--- src/rtl/core/smmt_pkg.sv ---
`timescale 1ns / 1ps
`default_nettype none
// ----------------------------------------------------------------------------
// smmt_pkg
// Shared types, codes and reset values for the min/max scope column block.
// ----------------------------------------------------------------------------
package smmt_pkg;

    localparam int BUFFER_DEPTH_DEF = 2048;
    localparam int SAMPLE_BITS_DEF  = 16;

    localparam int PADDR_W  = 5;
    localparam int PDATA_W  = 32;
    localparam int ZOOM_W   = 16;
    localparam int HEIGHT_W = 13;
    localparam int WIDTH_W  = 12;
    localparam int SPP_W    = 11;
    localparam int INDEX_W  = 11;
    localparam int OPB_W    = 17;

    // commands
    localparam logic [1:0] CMD_SAMPLE = 2'd0;
    localparam logic [1:0] CMD_FRAME  = 2'd1;
    localparam logic [1:0] CMD_COLUMN = 2'd2;

    // trigger modes
    localparam logic [1:0] TRIG_OFF     = 2'd0;
    localparam logic [1:0] TRIG_RISING  = 2'd1;
    localparam logic [1:0] TRIG_FALLING = 2'd2;

    // result kinds
    localparam logic KIND_FRAME  = 1'b0;
    localparam logic KIND_COLUMN = 1'b1;

    // fill side codes
    localparam logic [1:0] FILL_NONE   = 2'd0;
    localparam logic [1:0] FILL_TOP    = 2'd1;
    localparam logic [1:0] FILL_BOTTOM = 2'd2;

    // register indexes
    localparam logic [2:0] REG_SPP    = 3'd0;
    localparam logic [2:0] REG_TRIG   = 3'd1;
    localparam logic [2:0] REG_ZOOM   = 3'd2;
    localparam logic [2:0] REG_WIDTH  = 3'd3;
    localparam logic [2:0] REG_HEIGHT = 3'd4;

    // register reset values
    localparam logic [SPP_W-1:0]    SPP_RST    = 11'd2;
    localparam logic [1:0]          TRIG_RST   = TRIG_RISING;
    localparam logic [ZOOM_W-1:0]   ZOOM_RST   = 16'd256;
    localparam logic [WIDTH_W-1:0]  WIDTH_RST  = 12'd512;
    localparam logic [HEIGHT_W-1:0] HEIGHT_RST = 13'd512;

    typedef struct packed {
        logic [SPP_W-1:0]    samples_per_pixel;
        logic [1:0]          trigger_mode;
        logic [ZOOM_W-1:0]   vertical_zoom;
        logic [WIDTH_W-1:0]  display_width;
        logic [HEIGHT_W-1:0] display_height;
    } cfg_t;

endpackage
`default_nettype wire

--- src/rtl/core/smmt_mult.sv ---
`timescale 1ns / 1ps
`default_nettype none
// ----------------------------------------------------------------------------
// smmt_mult
// Shared signed multiplier with a registered product.
// ----------------------------------------------------------------------------
module smmt_mult #(
    parameter int A_W = smmt_pkg::SAMPLE_BITS_DEF + 17,
    parameter int B_W = smmt_pkg::OPB_W
) (
    input  logic                    clk,
    input  logic                    en,
    input  logic signed [A_W-1:0]   a,
    input  logic signed [B_W-1:0]   b,
    output logic signed [A_W+B_W-1:0] p
);
    import smmt_pkg::*;

    logic signed [A_W+B_W-1:0] p_reg;

    assign p = p_reg;

    always_ff @(posedge clk)
    begin
        if (en)
        begin
            p_reg <= a * b;
        end
    end

endmodule
`default_nettype wire

--- config.mk ---
export PLATFORM = sky130hd
export DESIGN_NAME = smmt_mult
export DESIGN_NICKNAME = d
export VERILOG_FILES = /design/src/rtl/core/smmt_pkg.sv /design/src/rtl/core/smmt_mult.sv
export SDC_FILE = /design/constraint.sdc
export NUM_CORES = 2
export LEC_CHECK = 0
export BUFFER_PORTS_ARGS = -buffer_cell sky130_fd_sc_hd__buf_4
export CORE_AREA = 2 2 181 183
export CTS_CLUSTER_SIZE = 25
export DETAILED_ROUTE_END_ITERATION = 10
export DIE_AREA = 0 0 183 185
export PLACE_DENSITY = 0.83
export SLEW_MARGIN = 20
export SYNTH_ARGS = -nofsm -noshare
export SYNTH_HDL_FRONTEND = slang
export SYNTH_SLANG_ARGS = --single-unit
--- constraint.sdc ---
create_clock -name clk -period 13.1 [get_ports clk]
set_input_delay 1.965 -clock clk [delete_from_list [all_inputs] [get_ports clk]]
set_output_delay 1.965 -clock clk [all_outputs]
set_load 0.1 [all_outputs]
==> results.py <==
metrics = {
    "logic_synthesis": {
        "ys.flop_type": "edfxtp_1",
        "ys_warn_count": 0,
        "synth_edf_count": 50,
        "syn_inst": 2154,
        "syn-mean-instance-area_um2": 9.56,
        "syn_nets": 2859,
        "ys_ff_latch": 50,
        "ys_types": 59,
        "ys_seq_area_share_pct": 7.29,
        "synth_area_um2": 20600,
        "async_flop_share_pct": 0,
    },
    "setup_path": {
        "worst_setup_path_start_kind": "input pin",
        "crit_required_ns": 13.18,
        "critPathArrivalTime_ns": 8.17,
        "startpoint": "b[16]",
        "crit_path_end_kind": "flop",
        "setup.worst_path.class": "input pin to flop",
        "path_max_fanout": 16,
    },
    "floorplan": {
        "dieHeight_um": 185,
        "core_area_um2": 32000,
        "core.rowCount": 66,
        "start_util_pct": 64.2,
        "ios": 102,
        "die_w_um": 183,
        "die_area_um2": 33900,
    },
    "drt": {
        "ant_nets": 0,
        "first_iter_violations": 937,
        "vias_per_cell": 5.72,
        "drt-wirelength-per-cell_um": 19.7,
        "vias": 14801,
        "drc_errors": 0,
        "first_pass_iters": 7,
        "wirelength_mm": 50.8,
    },
    "clock_tree": {
        "postCtsSetupBuffers": 0,
        "hold_buffers": 0,
        "numCtsBuffers": 5,
        "cts_num_sinks": 50,
        "cts.clk_slew.worst_paths_ns": 0.08,
        "cts_htree_levels": 2,
        "cts_max_path_buffers": 2,
        "clockRootBuffer": "clkbuf_16",
        "ctsResizeCount": 0,
        "cts_tree": "done",
    },
    "status": {
        "status": "finished clean",
    },
    "grt": {
        "overflow": 0,
        "grt_pass1_wl_mm": 84.7,
        "grt_pass1_vias": 16965,
        "grt_max_degree": 51,
        "track_usage_pct": 32.5,
        "antenna_found_initial": 0,
    },
    "final_layout": {
        "antennaDiodeCount": 0,
        "regArea_um2": 1500,
        "area_delta_synth_final_pct": 5.33,
        "finalNetCount": 2882,
        "drive_gt1_share_pct": 6.15,
        "final_cell_mix": "fa_1 (536), inv_1 (511), nand2_1 (323), and2_1 (232), ha_1 (117)",
        "multi_input_area_um2": 16800,
        "mostFrequentLayoutCell": "fa_1",
        "largest_reg_flops": 50,
        "fillers": 2409,
    },
    "hold_path": {
        "hold_class": "input pin to flop",
        "min-delay-start": "a[0]",
        "hold_depth": 2,
    },
    "place": {
        "place_hpwl_mm": 39.7,
        "numPortBuffers": 101,
        "place.gp.congestion": 0.918,
    },
    "timing": {
        "tightest_slew_ns": 0.799,
        "period_needed_ns": 8.09,
        "post-route-period-util_pct": 61.7,
        "setup_viol": 0,
        "max_freq_mhz": 124,
        "relSlewSlack_pct": 46.6,
        "report.final.slew_viol_count": 0,
        "setup_tns_ns": 0,
        "rsz0062_at_grt": "false",
        "final_hold_viol_count": 0,
    },
    "flow_run": {
        "maxCapViolations": 0,
    },
}
cell type report:
cell class | count | area share, %
Inverter | 512 | 8.86
Sequential cell | 50 | 6.93
Clock buffer | 5 | 0.577
Tap cell | 408 | 2.35
Clock inverter | 3 | 0.0923
Timing Repair Buffer | 102 | 3.53
Multi-Input combinational cell | 1506 | 77.7
routing by layer:
layer / GRT usage [%] / share of wire, % / wire [µm]
met5: 0 / 0 / 0
met4: 13.2 / 4.3 / 2190
met3: 5.62 / 8.4 / 4280
met2: 57.0 / 51 / 25900
met1: 40.1 / 36 / 18400
cells by family after synthesis:
| kind of cell | after synthesis | share of synthesized area, % |
|---|---|---|
| and+or+nand+nor | 666 | 15.7 |
| AOI/OAI and AO/OA | 135 | 4.60 |
| muxes | 2 | 0.0973 |
| xor gates and xnor gates | 50 | 2.13 |
| DFF | 50 | 7.29 |
| adders and majority gates | 653 | 59.2 |
| buffers and inverters | 598 | 10.9 |
critical path, cell delays in order:
cell      delay [ns]
buf_4           0.16
clkinv_1        0.40
buf_4           0.36
nor2_1          0.14
fa_1            0.45
fa_1            0.52
fa_1            0.43
fa_1            0.48
fa_1            0.49
inv_1           0.05
fa_1            0.49
inv_1           0.05
ha_1            0.41
and3_4          0.24
nor3b_1         0.32
nand2_1         0.11
a21oi_2         0.27
a21oi_2         0.19
a211oi_2        0.33
mux2i_1         0.24
nand3_1         0.08
final timing paths:
path and end:
max p[46], min p[0]
cell usage after synthesis (all sizes together), types with 2 or more instances:
| master | number | area share (%) |
|---|---|---|
| o21a | 5 | 0.18 |
| nand2b | 14 | 0.43 |
| ha | 117 | 7.1 |
| nor3 | 12 | 0.32 |
| nor2b | 7 | 0.21 |
| and2 | 232 | 7.1 |
| xor2 | 10 | 0.43 |
| and3 | 6 | 0.21 |
| fa | 536 | 52 |
| a221oi | 3 | 0.24 |
| a31o | 5 | 0.30 |
| a21boi | 2 | 0.073 |
| a21o | 18 | 0.67 |
| clkbuf | 86 | 1.6 |
| a211oi | 6 | 0.24 |
| a21oi | 51 | 1.4 |
| nand2 | 323 | 5.9 |
| nand4 | 4 | 0.12 |
| or2 | 2 | 0.061 |
| o21ai | 20 | 0.49 |
| nand3b | 2 | 0.073 |
| o21bai | 9 | 0.33 |
| nor4 | 2 | 0.061 |
| edfxtp | 50 | 7.3 |
| inv | 511 | 9.3 |
| nand3 | 9 | 0.22 |
| nor2 | 48 | 0.88 |
| xnor2 | 40 | 1.7 |
| a221o | 2 | 0.097 |
| mux2i | 2 | 0.097 |
| a31oi | 3 | 0.091 |
through the flow:
step / hold WS, ns / cell area, µm² / utilization [%] / setup WS, ns / cells
floorplan: 2.08 / 20600 / - / 5.54 / 2154
global placement: 2.45 / 21500 / 67.2 / 4.83 / 2578
detailed placement: 2.45 / 21500 / 67.2 / 4.71 / 2578
CTS: 2.13 / 21700 / 67.7 / 5.03 / 2586
global route: 2.16 / 21700 / 67.7 / 4.66 / 2586
finish: 2.13 / 21700 / 67.7 / 5.01 / 2586
Power is not shown: default switching activity piles up to over one toggle a cycle in this logic, so the estimate is an artifact.
