## src/rtl/core/smmt_pkg.sv

```systemverilog
`timescale 1ns / 1ps
`default_nettype none
// ----------------------------------------------------------------------------
// smmt_pkg
// Shared types, codes and reset values for the min/max scope column block.
// ----------------------------------------------------------------------------
package smmt_pkg;

    localparam int BUFFER_DEPTH_DEF = 2048;
    localparam int SAMPLE_BITS_DEF  = 16;

    localparam int PADDR_W  = 5;
    localparam int PDATA_W  = 32;
    localparam int ZOOM_W   = 16;
    localparam int HEIGHT_W = 13;
    localparam int WIDTH_W  = 12;
    localparam int SPP_W    = 11;
    localparam int INDEX_W  = 11;
    localparam int OPB_W    = 17;

    // commands
    localparam logic [1:0] CMD_SAMPLE = 2'd0;
    localparam logic [1:0] CMD_FRAME  = 2'd1;
    localparam logic [1:0] CMD_COLUMN = 2'd2;

    // trigger modes
    localparam logic [1:0] TRIG_OFF     = 2'd0;
    localparam logic [1:0] TRIG_RISING  = 2'd1;
    localparam logic [1:0] TRIG_FALLING = 2'd2;

    // result kinds
    localparam logic KIND_FRAME  = 1'b0;
    localparam logic KIND_COLUMN = 1'b1;

    // fill side codes
    localparam logic [1:0] FILL_NONE   = 2'd0;
    localparam logic [1:0] FILL_TOP    = 2'd1;
    localparam logic [1:0] FILL_BOTTOM = 2'd2;

    // register indexes
    localparam logic [2:0] REG_SPP    = 3'd0;
    localparam logic [2:0] REG_TRIG   = 3'd1;
    localparam logic [2:0] REG_ZOOM   = 3'd2;
    localparam logic [2:0] REG_WIDTH  = 3'd3;
    localparam logic [2:0] REG_HEIGHT = 3'd4;

    // register reset values
    localparam logic [SPP_W-1:0]    SPP_RST    = 11'd2;
    localparam logic [1:0]          TRIG_RST   = TRIG_RISING;
    localparam logic [ZOOM_W-1:0]   ZOOM_RST   = 16'd256;
    localparam logic [WIDTH_W-1:0]  WIDTH_RST  = 12'd512;
    localparam logic [HEIGHT_W-1:0] HEIGHT_RST = 13'd512;

    typedef struct packed {
        logic [SPP_W-1:0]    samples_per_pixel;
        logic [1:0]          trigger_mode;
        logic [ZOOM_W-1:0]   vertical_zoom;
        logic [WIDTH_W-1:0]  display_width;
        logic [HEIGHT_W-1:0] display_height;
    } cfg_t;

endpackage
`default_nettype wire

```

## src/rtl/core/smmt_cfg_regs.sv

```systemverilog
`timescale 1ns / 1ps
`default_nettype none
// ----------------------------------------------------------------------------
// smmt_cfg_regs
// APB-style configuration registers with read back.
// ----------------------------------------------------------------------------
module smmt_cfg_regs (
    input  logic                           clk,
    input  logic                           rst_n,
    input  logic                           psel,
    input  logic                           penable,
    input  logic                           pwrite,
    input  logic [smmt_pkg::PADDR_W-1:0]   paddr,
    input  logic [smmt_pkg::PDATA_W-1:0]   pwdata,
    output logic [smmt_pkg::PDATA_W-1:0]   prdata,
    output logic                           pready,
    output smmt_pkg::cfg_t                 cfg
);
    import smmt_pkg::*;

    cfg_t       cfg_reg;
    cfg_t       cfg_next;
    logic [2:0] reg_idx;
    logic       wr_beat;

    assign reg_idx = paddr[4:2];
    assign wr_beat = psel && penable && pwrite;
    assign pready  = 1'b1;
    assign cfg     = cfg_reg;

    always_comb
    begin
        cfg_next = cfg_reg;
        if (wr_beat)
        begin
            case (reg_idx)
                REG_SPP:    cfg_next.samples_per_pixel = pwdata[SPP_W-1:0];
                REG_TRIG:   cfg_next.trigger_mode      = pwdata[1:0];
                REG_ZOOM:   cfg_next.vertical_zoom     = pwdata[ZOOM_W-1:0];
                REG_WIDTH:  cfg_next.display_width     = pwdata[WIDTH_W-1:0];
                REG_HEIGHT: cfg_next.display_height    = pwdata[HEIGHT_W-1:0];
                default:    cfg_next = cfg_reg;
            endcase
        end
    end

    always_comb
    begin
        case (reg_idx)
            REG_SPP:    prdata = PDATA_W'(cfg_reg.samples_per_pixel);
            REG_TRIG:   prdata = PDATA_W'(cfg_reg.trigger_mode);
            REG_ZOOM:   prdata = PDATA_W'(cfg_reg.vertical_zoom);
            REG_WIDTH:  prdata = PDATA_W'(cfg_reg.display_width);
            REG_HEIGHT: prdata = PDATA_W'(cfg_reg.display_height);
            default:    prdata = '0;
        endcase
    end

    always_ff @(posedge clk or negedge rst_n)
    begin
        if (!rst_n)
        begin
            cfg_reg.samples_per_pixel <= SPP_RST;
            cfg_reg.trigger_mode      <= TRIG_RST;
            cfg_reg.vertical_zoom     <= ZOOM_RST;
            cfg_reg.display_width     <= WIDTH_RST;
            cfg_reg.display_height    <= HEIGHT_RST;
        end
        else
        begin
            cfg_reg <= cfg_next;
        end
    end

endmodule
`default_nettype wire

```

## config.mk

```make
export PLATFORM = sky130hd
export DESIGN_NAME = smmt_cfg_regs
export DESIGN_NICKNAME = d
export VERILOG_FILES = /design/src/rtl/core/smmt_pkg.sv /design/src/rtl/core/smmt_cfg_regs.sv
export SDC_FILE = /design/constraint.sdc
export NUM_CORES = 1
export LEC_CHECK = 0
export BUFFER_PORTS_ARGS = -buffer_cell sky130_fd_sc_hd__buf_2
export CAP_MARGIN = 10
export CORE_ASPECT_RATIO = 0.6
export CORE_MARGIN = 1
export CORE_UTILIZATION = 47
export CTS_BUF_LIST = sky130_fd_sc_hd__clkbuf_16
export CTS_CLUSTER_DIAMETER = 30
export DETAILED_ROUTE_END_ITERATION = 16
export PLACE_DENSITY = 0.81
export SETUP_SLACK_MARGIN = 0.05
export SLEW_MARGIN = 20
export SYNTH_ARGS = -nofsm -noshare
export SYNTH_HDL_FRONTEND = slang
export SYNTH_SLANG_ARGS = --single-unit
```

## constraint.sdc

```tcl
create_clock -name clk -period 1.6 [get_ports clk]
set_clock_uncertainty 0.05 [all_clocks]
set_input_delay 0.32 -clock clk [delete_from_list [all_inputs] [get_ports clk]]
set_output_delay 0.32 -clock clk [all_outputs]
set_load 0.05 [all_outputs]
```

==> results of run 1 <==
-- logic make-up after synthesis --
kind of cell / synth area share (%)
other: 0.274
AOI/OAI and AO/OA: 4.84
buffers and inverters: 7.94
and+or+nand+nor: 7.35
muxes: 30.1
DFF: 49.5
-- worst max-delay path by stage --
| stage | end | slack [ns] |
|---|---|---|
| 6_report | prdata[11] | -0.16 |
| 5_1_grt | prdata[6] | -0.22 |
| 4_1_cts | prdata[11] | -0.15 |
| 3_5_place_dp | prdata[2] | -0.21 |
| 3_3_place_gp | prdata[2] | -0.20 |
| 2_1_floorplan | prdata[1] | -0.001 |
-- cell type report --
cell class | instances | area (sq um)
Timing Repair Buffer | 136 | 1000
Tap cell | 80 | 100
Fill cell | 416 | 1650
Sequential cell | 54 | 1390
Multi-Input combinational cell | 129 | 1310
Clock inverter | 3 | 21.3
Clock buffer | 5 | 125
Inverter | 1 | 3.75
-- through the flow --
stage	util [%]	setup WS (ns)	cell area, sq um	instances
6_report	70.5	-0.157	3950	408
5_1_grt	70.5	-0.221	3950	408
4_1_cts	69.9	-0.146	3910	406
3_5_place_dp	62.3	-0.214	3490	378
3_3_place_gp	62.3	-0.199	3490	378
2_1_floorplan	-	-0.00100	2920	211
-- layer usage --
metal / track usage [%] / up-vias / part of all wire (%)
li1: - / 936 / -
met1: 31.9 / 1038 / 48
met2: 37.4 / 70 / 47
met3: 4.54 / 6 / 4.5
met4: 5.59 / 0 / 0.70
met5: 0 / - / 0
-- worst register-to-register path: cells and delay by family, from the launching register on --
kind / cells / cell delay (ns)
buf+inv: 1 / 0.14
flops: 1 / 0.41
mux: 1 / 0.27
-- power groups by stage --
stage          clock (mW)  sequential [mW]  combinational, mW
3_5_place_dp            0             1.91               2.16
2_1_floorplan           0             2.83              0.743
3_3_place_gp            0             1.89               2.13
4_1_cts              1.10             1.86               2.41
6_report             1.08             1.87               2.43
5_1_grt              1.16             1.90               2.54
-- repair_timing --
action | CTS | global route
endpoints found under the hold margin | 49 | 0
setup endpoints to repair | 16 | 16
gates resized for setup | 40 | 5
setup buffers | 19 | 2
hold buffers | 1 | 0
pin swaps | 3 | 4
-- cell usage after synthesis (2+ instances only) --
cell type / count / share of area, %
buf_2: 5 / 0.91
mux2_2: 21 / 8.6
buf_4: 18 / 4.9
nand2b_1: 2 / 0.46
mux2_1: 14 / 5.8
buf_6: 3 / 1.2
mux2_4: 20 / 11
nor2_4: 2 / 0.82
a21oi_1: 2 / 0.37
dfstp_2: 5 / 4.8
dfrtp_1: 49 / 45
a221o_1: 9 / 3.3
conb_1: 2 / 0.27
and3_1: 4 / 0.91
mux2i_1: 13 / 4.7
nor2_1: 13 / 1.8
==> flow_metrics.env, run 1 <==
export IMPL_ios=129
export IMPL_avgSynthCellArea_sq_um=14.0
export IMPL_clock_sinks=54
export IMPL_cp_data_required_time_ns=1.23
export IMPL_drtIter0Drc=38
export IMPL_die_x_microns=101
export IMPL_worst_setup_path_type="register to output port"
export IMPL_die_area_sq_um=6150
export IMPL_num_vias=2050
export IMPL_ir_drop_uv=766
export IMPL_synthToLayoutAreaGrowth_pct=44.0
export IMPL_reg2reg_to="cfg[14]"
export IMPL_min_to="cfg[38]"
export IMPL_crit_path_start="cfg[24]"
export IMPL_cp_end_kind="output port"
export IMPL_vias_per_cell=5.02
export IMPL_crit_cells=3
export IMPL_status="finished, violations left"
export IMPL_cts_root_buf="clkbuf_16"
export IMPL_cts_buffers=5
export IMPL_port_buffers=93
export IMPL_core_area_sq_um=5600
export IMPL_grt_overflow_total=0
export IMPL_wire_per_inst_microns=16.8
export IMPL_fin_nets=369
export IMPL_p_sw_share_pct=43.3
export IMPL_worstPathArrival_ns=1.39
export IMPL_p_seq_share_pct=34.8
export IMPL_r2r_cells=2
export IMPL_gp_congestion=0.747
export IMPL_cts_tree="done"
export IMPL_initial_core_util_pct=49.0
export IMPL_htree_levels=2
export IMPL_ys_types=30
export IMPL_die_h_microns=61.2
export IMPL_p_leak_nw=2.01
export IMPL_path_cells="mux2_2 -> a32o_2 -> buf_6"
export IMPL_setup_viol=12
export IMPL_setup_slack_ns=-0.157
export IMPL_power_share_clock_pct=20.1
export IMPL_path_clk_slew_ns=0.07
export IMPL_p_sw_mw=2.34
export IMPL_worstSkewPairLatency_ns=0.29
export IMPL_slew_viol_final=0
export IMPL_drv_cap=0
export IMPL_ys_ff_latch=54
export IMPL_power_density_nw_per_um2=1370
export IMPL_setup_tns_ns=-1.50
export IMPL_crit_family="flip-flops"
export IMPL_yosysSeqAreaShare_pct=49.5
export IMPL_async_reset_ff_share_pct=100
export IMPL_first_global_vias=1919
export IMPL_ctsLongestPathBuffers=2
export IMPL_drcViolationCount=0
export IMPL_netlist_instances=196
export IMPL_final_common_cell="buf_2"
export IMPL_holdWs_ns=0.207
export IMPL_drtAntennaViolNets=0
export IMPL_rsz0062_at_grt="true"
export IMPL_timing_final_crit_share_pct=110
export IMPL_grt_use_total_pct=22.8
export IMPL_grt_first_pass_wirelength_microns=10400
export IMPL_crit_buf_inv=1
export IMPL_rows=21
export IMPL_r2r_slack_ns=0.61
export IMPL_synth_edff_count=0
export IMPL_ys_flop_type="dfrtp_1"
export IMPL_hold_depth=2
export IMPL_first_pass_iters=4
export IMPL_final_cell_mix="73 x buf_2, 42 x buf_4, 27 x dfrtp_1"
export IMPL_dp_hpwl_microns=4670
export IMPL_grt_max_degree=55
export IMPL_hold_viol=0
export IMPL_largest_reg_flops=54
export IMPL_crit_path_max_fanout=2
export IMPL_totalPowerFinal_mw=5.39
export IMPL_failed_checks="negative setup slack"
export IMPL_final_layout_size_suffix_gt1_share_pct=73.2
export IMPL_slowest_stage="dfrtp_2"
export IMPL_netlist_area_sq_um=2740
export IMPL_fmax_mhz=569
export IMPL_diodes=0
export IMPL_startpoint_type="register"
export IMPL_antenna_found_initial=0
export IMPL_yosys_warnings=0
export IMPL_p_int_mw=3.05
export IMPL_drt_total_wl_microns=6870
export IMPL_pwr_share_comb_pct=45.1
export IMPL_rr_startpoint="cfg[14]"
export IMPL_hp_class="input port to register"
export IMPL_min_from="pwdata[13]"
export IMPL_fin_crit_ns=1.76
export IMPL_cp_slowest_stage_delay_ns=0.41
No activity file was read; power rests on OpenSTA's default activity.
==> run 2: changes to the inputs <==
--- a/config.mk
+++ b/config.mk
@@ -13,7 +13,7 @@
 export CTS_BUF_LIST = sky130_fd_sc_hd__clkbuf_16
 export CTS_CLUSTER_DIAMETER = 30
 export DETAILED_ROUTE_END_ITERATION = 16
-export PLACE_DENSITY = 0.81
+export PLACE_DENSITY = 0.9
 export SETUP_SLACK_MARGIN = 0.05
 export SLEW_MARGIN = 20
 export SYNTH_ARGS = -nofsm -noshare
==> flow_metrics.env, run 2 (same netlist as run 1, synthesis figures left out) <==
export IMPL_initial_core_util_pct=49.0
export IMPL_failed_checks="negative setup slack"
export IMPL_fin_crit_ns=1.75
export IMPL_slew_viol_final=0
export IMPL_ir_drop_uv=915
export IMPL_first_pass_iters=4
export IMPL_power_share_clock_pct=22.2
export IMPL_pwr_share_comb_pct=44.3
export IMPL_die_area_sq_um=6150
export IMPL_antenna_found_initial=0
export IMPL_cts_tree="done"
export IMPL_worstSkewPairLatency_ns=0.28
export IMPL_crit_family="flip-flops"
export IMPL_final_common_cell="buf_2"
export IMPL_final_cell_mix="74 x buf_2, 38 x buf_4, 27 x dfrtp_1"
export IMPL_worst_setup_path_type="register to output port"
export IMPL_path_clk_slew_ns=0.07
export IMPL_top_layer="met4"
export IMPL_drt_total_wl_microns=7030
export IMPL_cp_slowest_stage_delay_ns=0.55
export IMPL_clock_sinks=54
export IMPL_die_x_microns=101
export IMPL_drv_cap=0
export IMPL_hold_viol=0
export IMPL_worstPathArrival_ns=1.38
export IMPL_fin_nets=375
export IMPL_first_global_vias=1983
export IMPL_diodes=0
export IMPL_vias_per_cell=5.07
export IMPL_gp_congestion=0.754
export IMPL_dp_worst_setup_slack_ns=-0.218
export IMPL_p_sw_mw=2.33
export IMPL_grt_max_degree=55
export IMPL_p_seq_share_pct=33.5
export IMPL_drcViolationCount=0
export IMPL_setup_viol=11
export IMPL_endpoint="prdata[0]"
export IMPL_htree_levels=2
export IMPL_setup_tns_ns=-1.53
export IMPL_rows=21
export IMPL_rr_startpoint="cfg[1]"
export IMPL_fillCellCount=391
export IMPL_p_int_mw=3.24
export IMPL_num_vias=2097
export IMPL_power_density_nw_per_um2=1370
export IMPL_dp_hpwl_microns=4650
export IMPL_final_layout_size_suffix_gt1_share_pct=73.4
export IMPL_crit_cells=4
export IMPL_setup_slack_ns=-0.154
export IMPL_largest_reg_flops=54
export IMPL_p_leak_nw=2.07
export IMPL_wire_per_inst_microns=17.0
export IMPL_wl_met3_microns=344
export IMPL_holdWs_ns=0.225
export IMPL_crit_path_max_fanout=3
export IMPL_fmax_mhz=570
export IMPL_rsz0062_at_grt="true"
export IMPL_startpoint_type="register"
export IMPL_crit_path_start="cfg[41]"
export IMPL_p_sw_share_pct=41.8
export IMPL_ctsLongestPathBuffers=2
export IMPL_cp_data_required_time_ns=1.23
export IMPL_grt_first_pass_wirelength_microns=10500
export IMPL_r2r_slack_ns=0.61
export IMPL_reg2reg_to="cfg[1]"
export IMPL_die_h_microns=61.2
export IMPL_route_met2_wl_microns=3410
export IMPL_hp_class="input port to register"
export IMPL_cts_buffers=5
export IMPL_synthToLayoutAreaGrowth_pct=48.7
export IMPL_r2r_cells=2
export IMPL_slowest_stage="dfstp_2"
export IMPL_crit_buf_inv=1
export IMPL_drtAntennaViolNets=0
export IMPL_cts_root_buf="clkbuf_16"
export IMPL_ios=129
export IMPL_min_from="pwdata[13]"
export IMPL_path_cells="mux2i_1 -> o22ai_1 -> a21o_2 -> buf_6"
export IMPL_wl_met1_microns=3240
export IMPL_grt_overflow_total=0
export IMPL_core_area_sq_um=5600
export IMPL_cp_end_kind="output port"
export IMPL_port_buffers=93
export IMPL_status="finished, violations left"
export IMPL_grt_use_total_pct=23.2
export IMPL_drtIter0Drc=62
export IMPL_timing_final_crit_share_pct=110
[run 2: cell types whose count changed in the layout (fill, tap and decap cells not counted), sizes merged]
cell and delta:
clkinv -2, buf +6, bufinv +1, inv +1
[run 2: worst reg2reg max path: cells and delay by family, from the launching register on]
kind	cells	cell delay, ns
buffers and inverters	1	0.15
flip-flops	1	0.41
multiplexers	1	0.26
[run 2: worst min path at each step]
stage / endpoint / slack, ns / cells after the start
6_report: cfg[38] / 0.22 / 2
4_1_cts: cfg[39] / 0.22 / 2
5_1_grt: cfg[39] / 0.21 / 2
3_3_place_gp: cfg[2] / 0.28 / 2
2_1_floorplan: cfg[0] / -0.03 / 0
3_5_place_dp: cfg[2] / 0.28 / 2
[run 2: power by group through the flow]
stage	combinational, mW	sequential [mW]	clock (mW)
after detailed placement	2.16	1.91	0
after floorplan	0.743	2.83	0
after CTS	2.44	1.86	1.27
final	2.47	1.87	1.24
after global placement	2.13	1.88	0
after global routing	2.58	1.90	1.31
[run 2: timing repair]
| item | 4_1_cts | 5_1_grt |
|---|---|---|
| pin swaps | 4 | 5 |
| setup endpoints to repair | 16 | 16 |
| hold endpoints to repair | 49 | 0 |
| buffers inserted | 21 | 3 |
| hold buffers | 1 | 0 |
| resized for setup | 53 | 5 |
| gates cloned | 2 | 0 |
[run 2: layer usage]
| layer | up-vias | global-route usage [%] |
|---|---|---|
| li1 | 943 | - |
| met5 | - | 0 |
| met2 | 74 | 40.1 |
| met4 | 0 | 4.14 |
| met3 | 4 | 4.77 |
| met1 | 1076 | 31.2 |
[run 2: metrics by stage]
stage	area, sq um	total power, mW	instances	util (%)
4_1_cts	4040	5.56	411	72.1
3_5_place_dp	3480	4.07	379	62.2
3_3_place_gp	3480	4.01	379	62.2
5_1_grt	4080	5.79	414	72.8
6_report	4080	5.57	414	72.8
2_1_floorplan	2920	3.57	211	-
[run 2: area by class of cell]
class,instances,area [sq um],area share [%]
Sequential cell,54,1390,34.0
Multi-Input combinational cell,129,1320,32.3
Timing Repair Buffer,142,1100,26.9
Clock buffer,5,125,3.07
Tap cell,80,100,2.46
Clock inverter,3,48.8,1.20
Inverter,1,3.75,0.0921
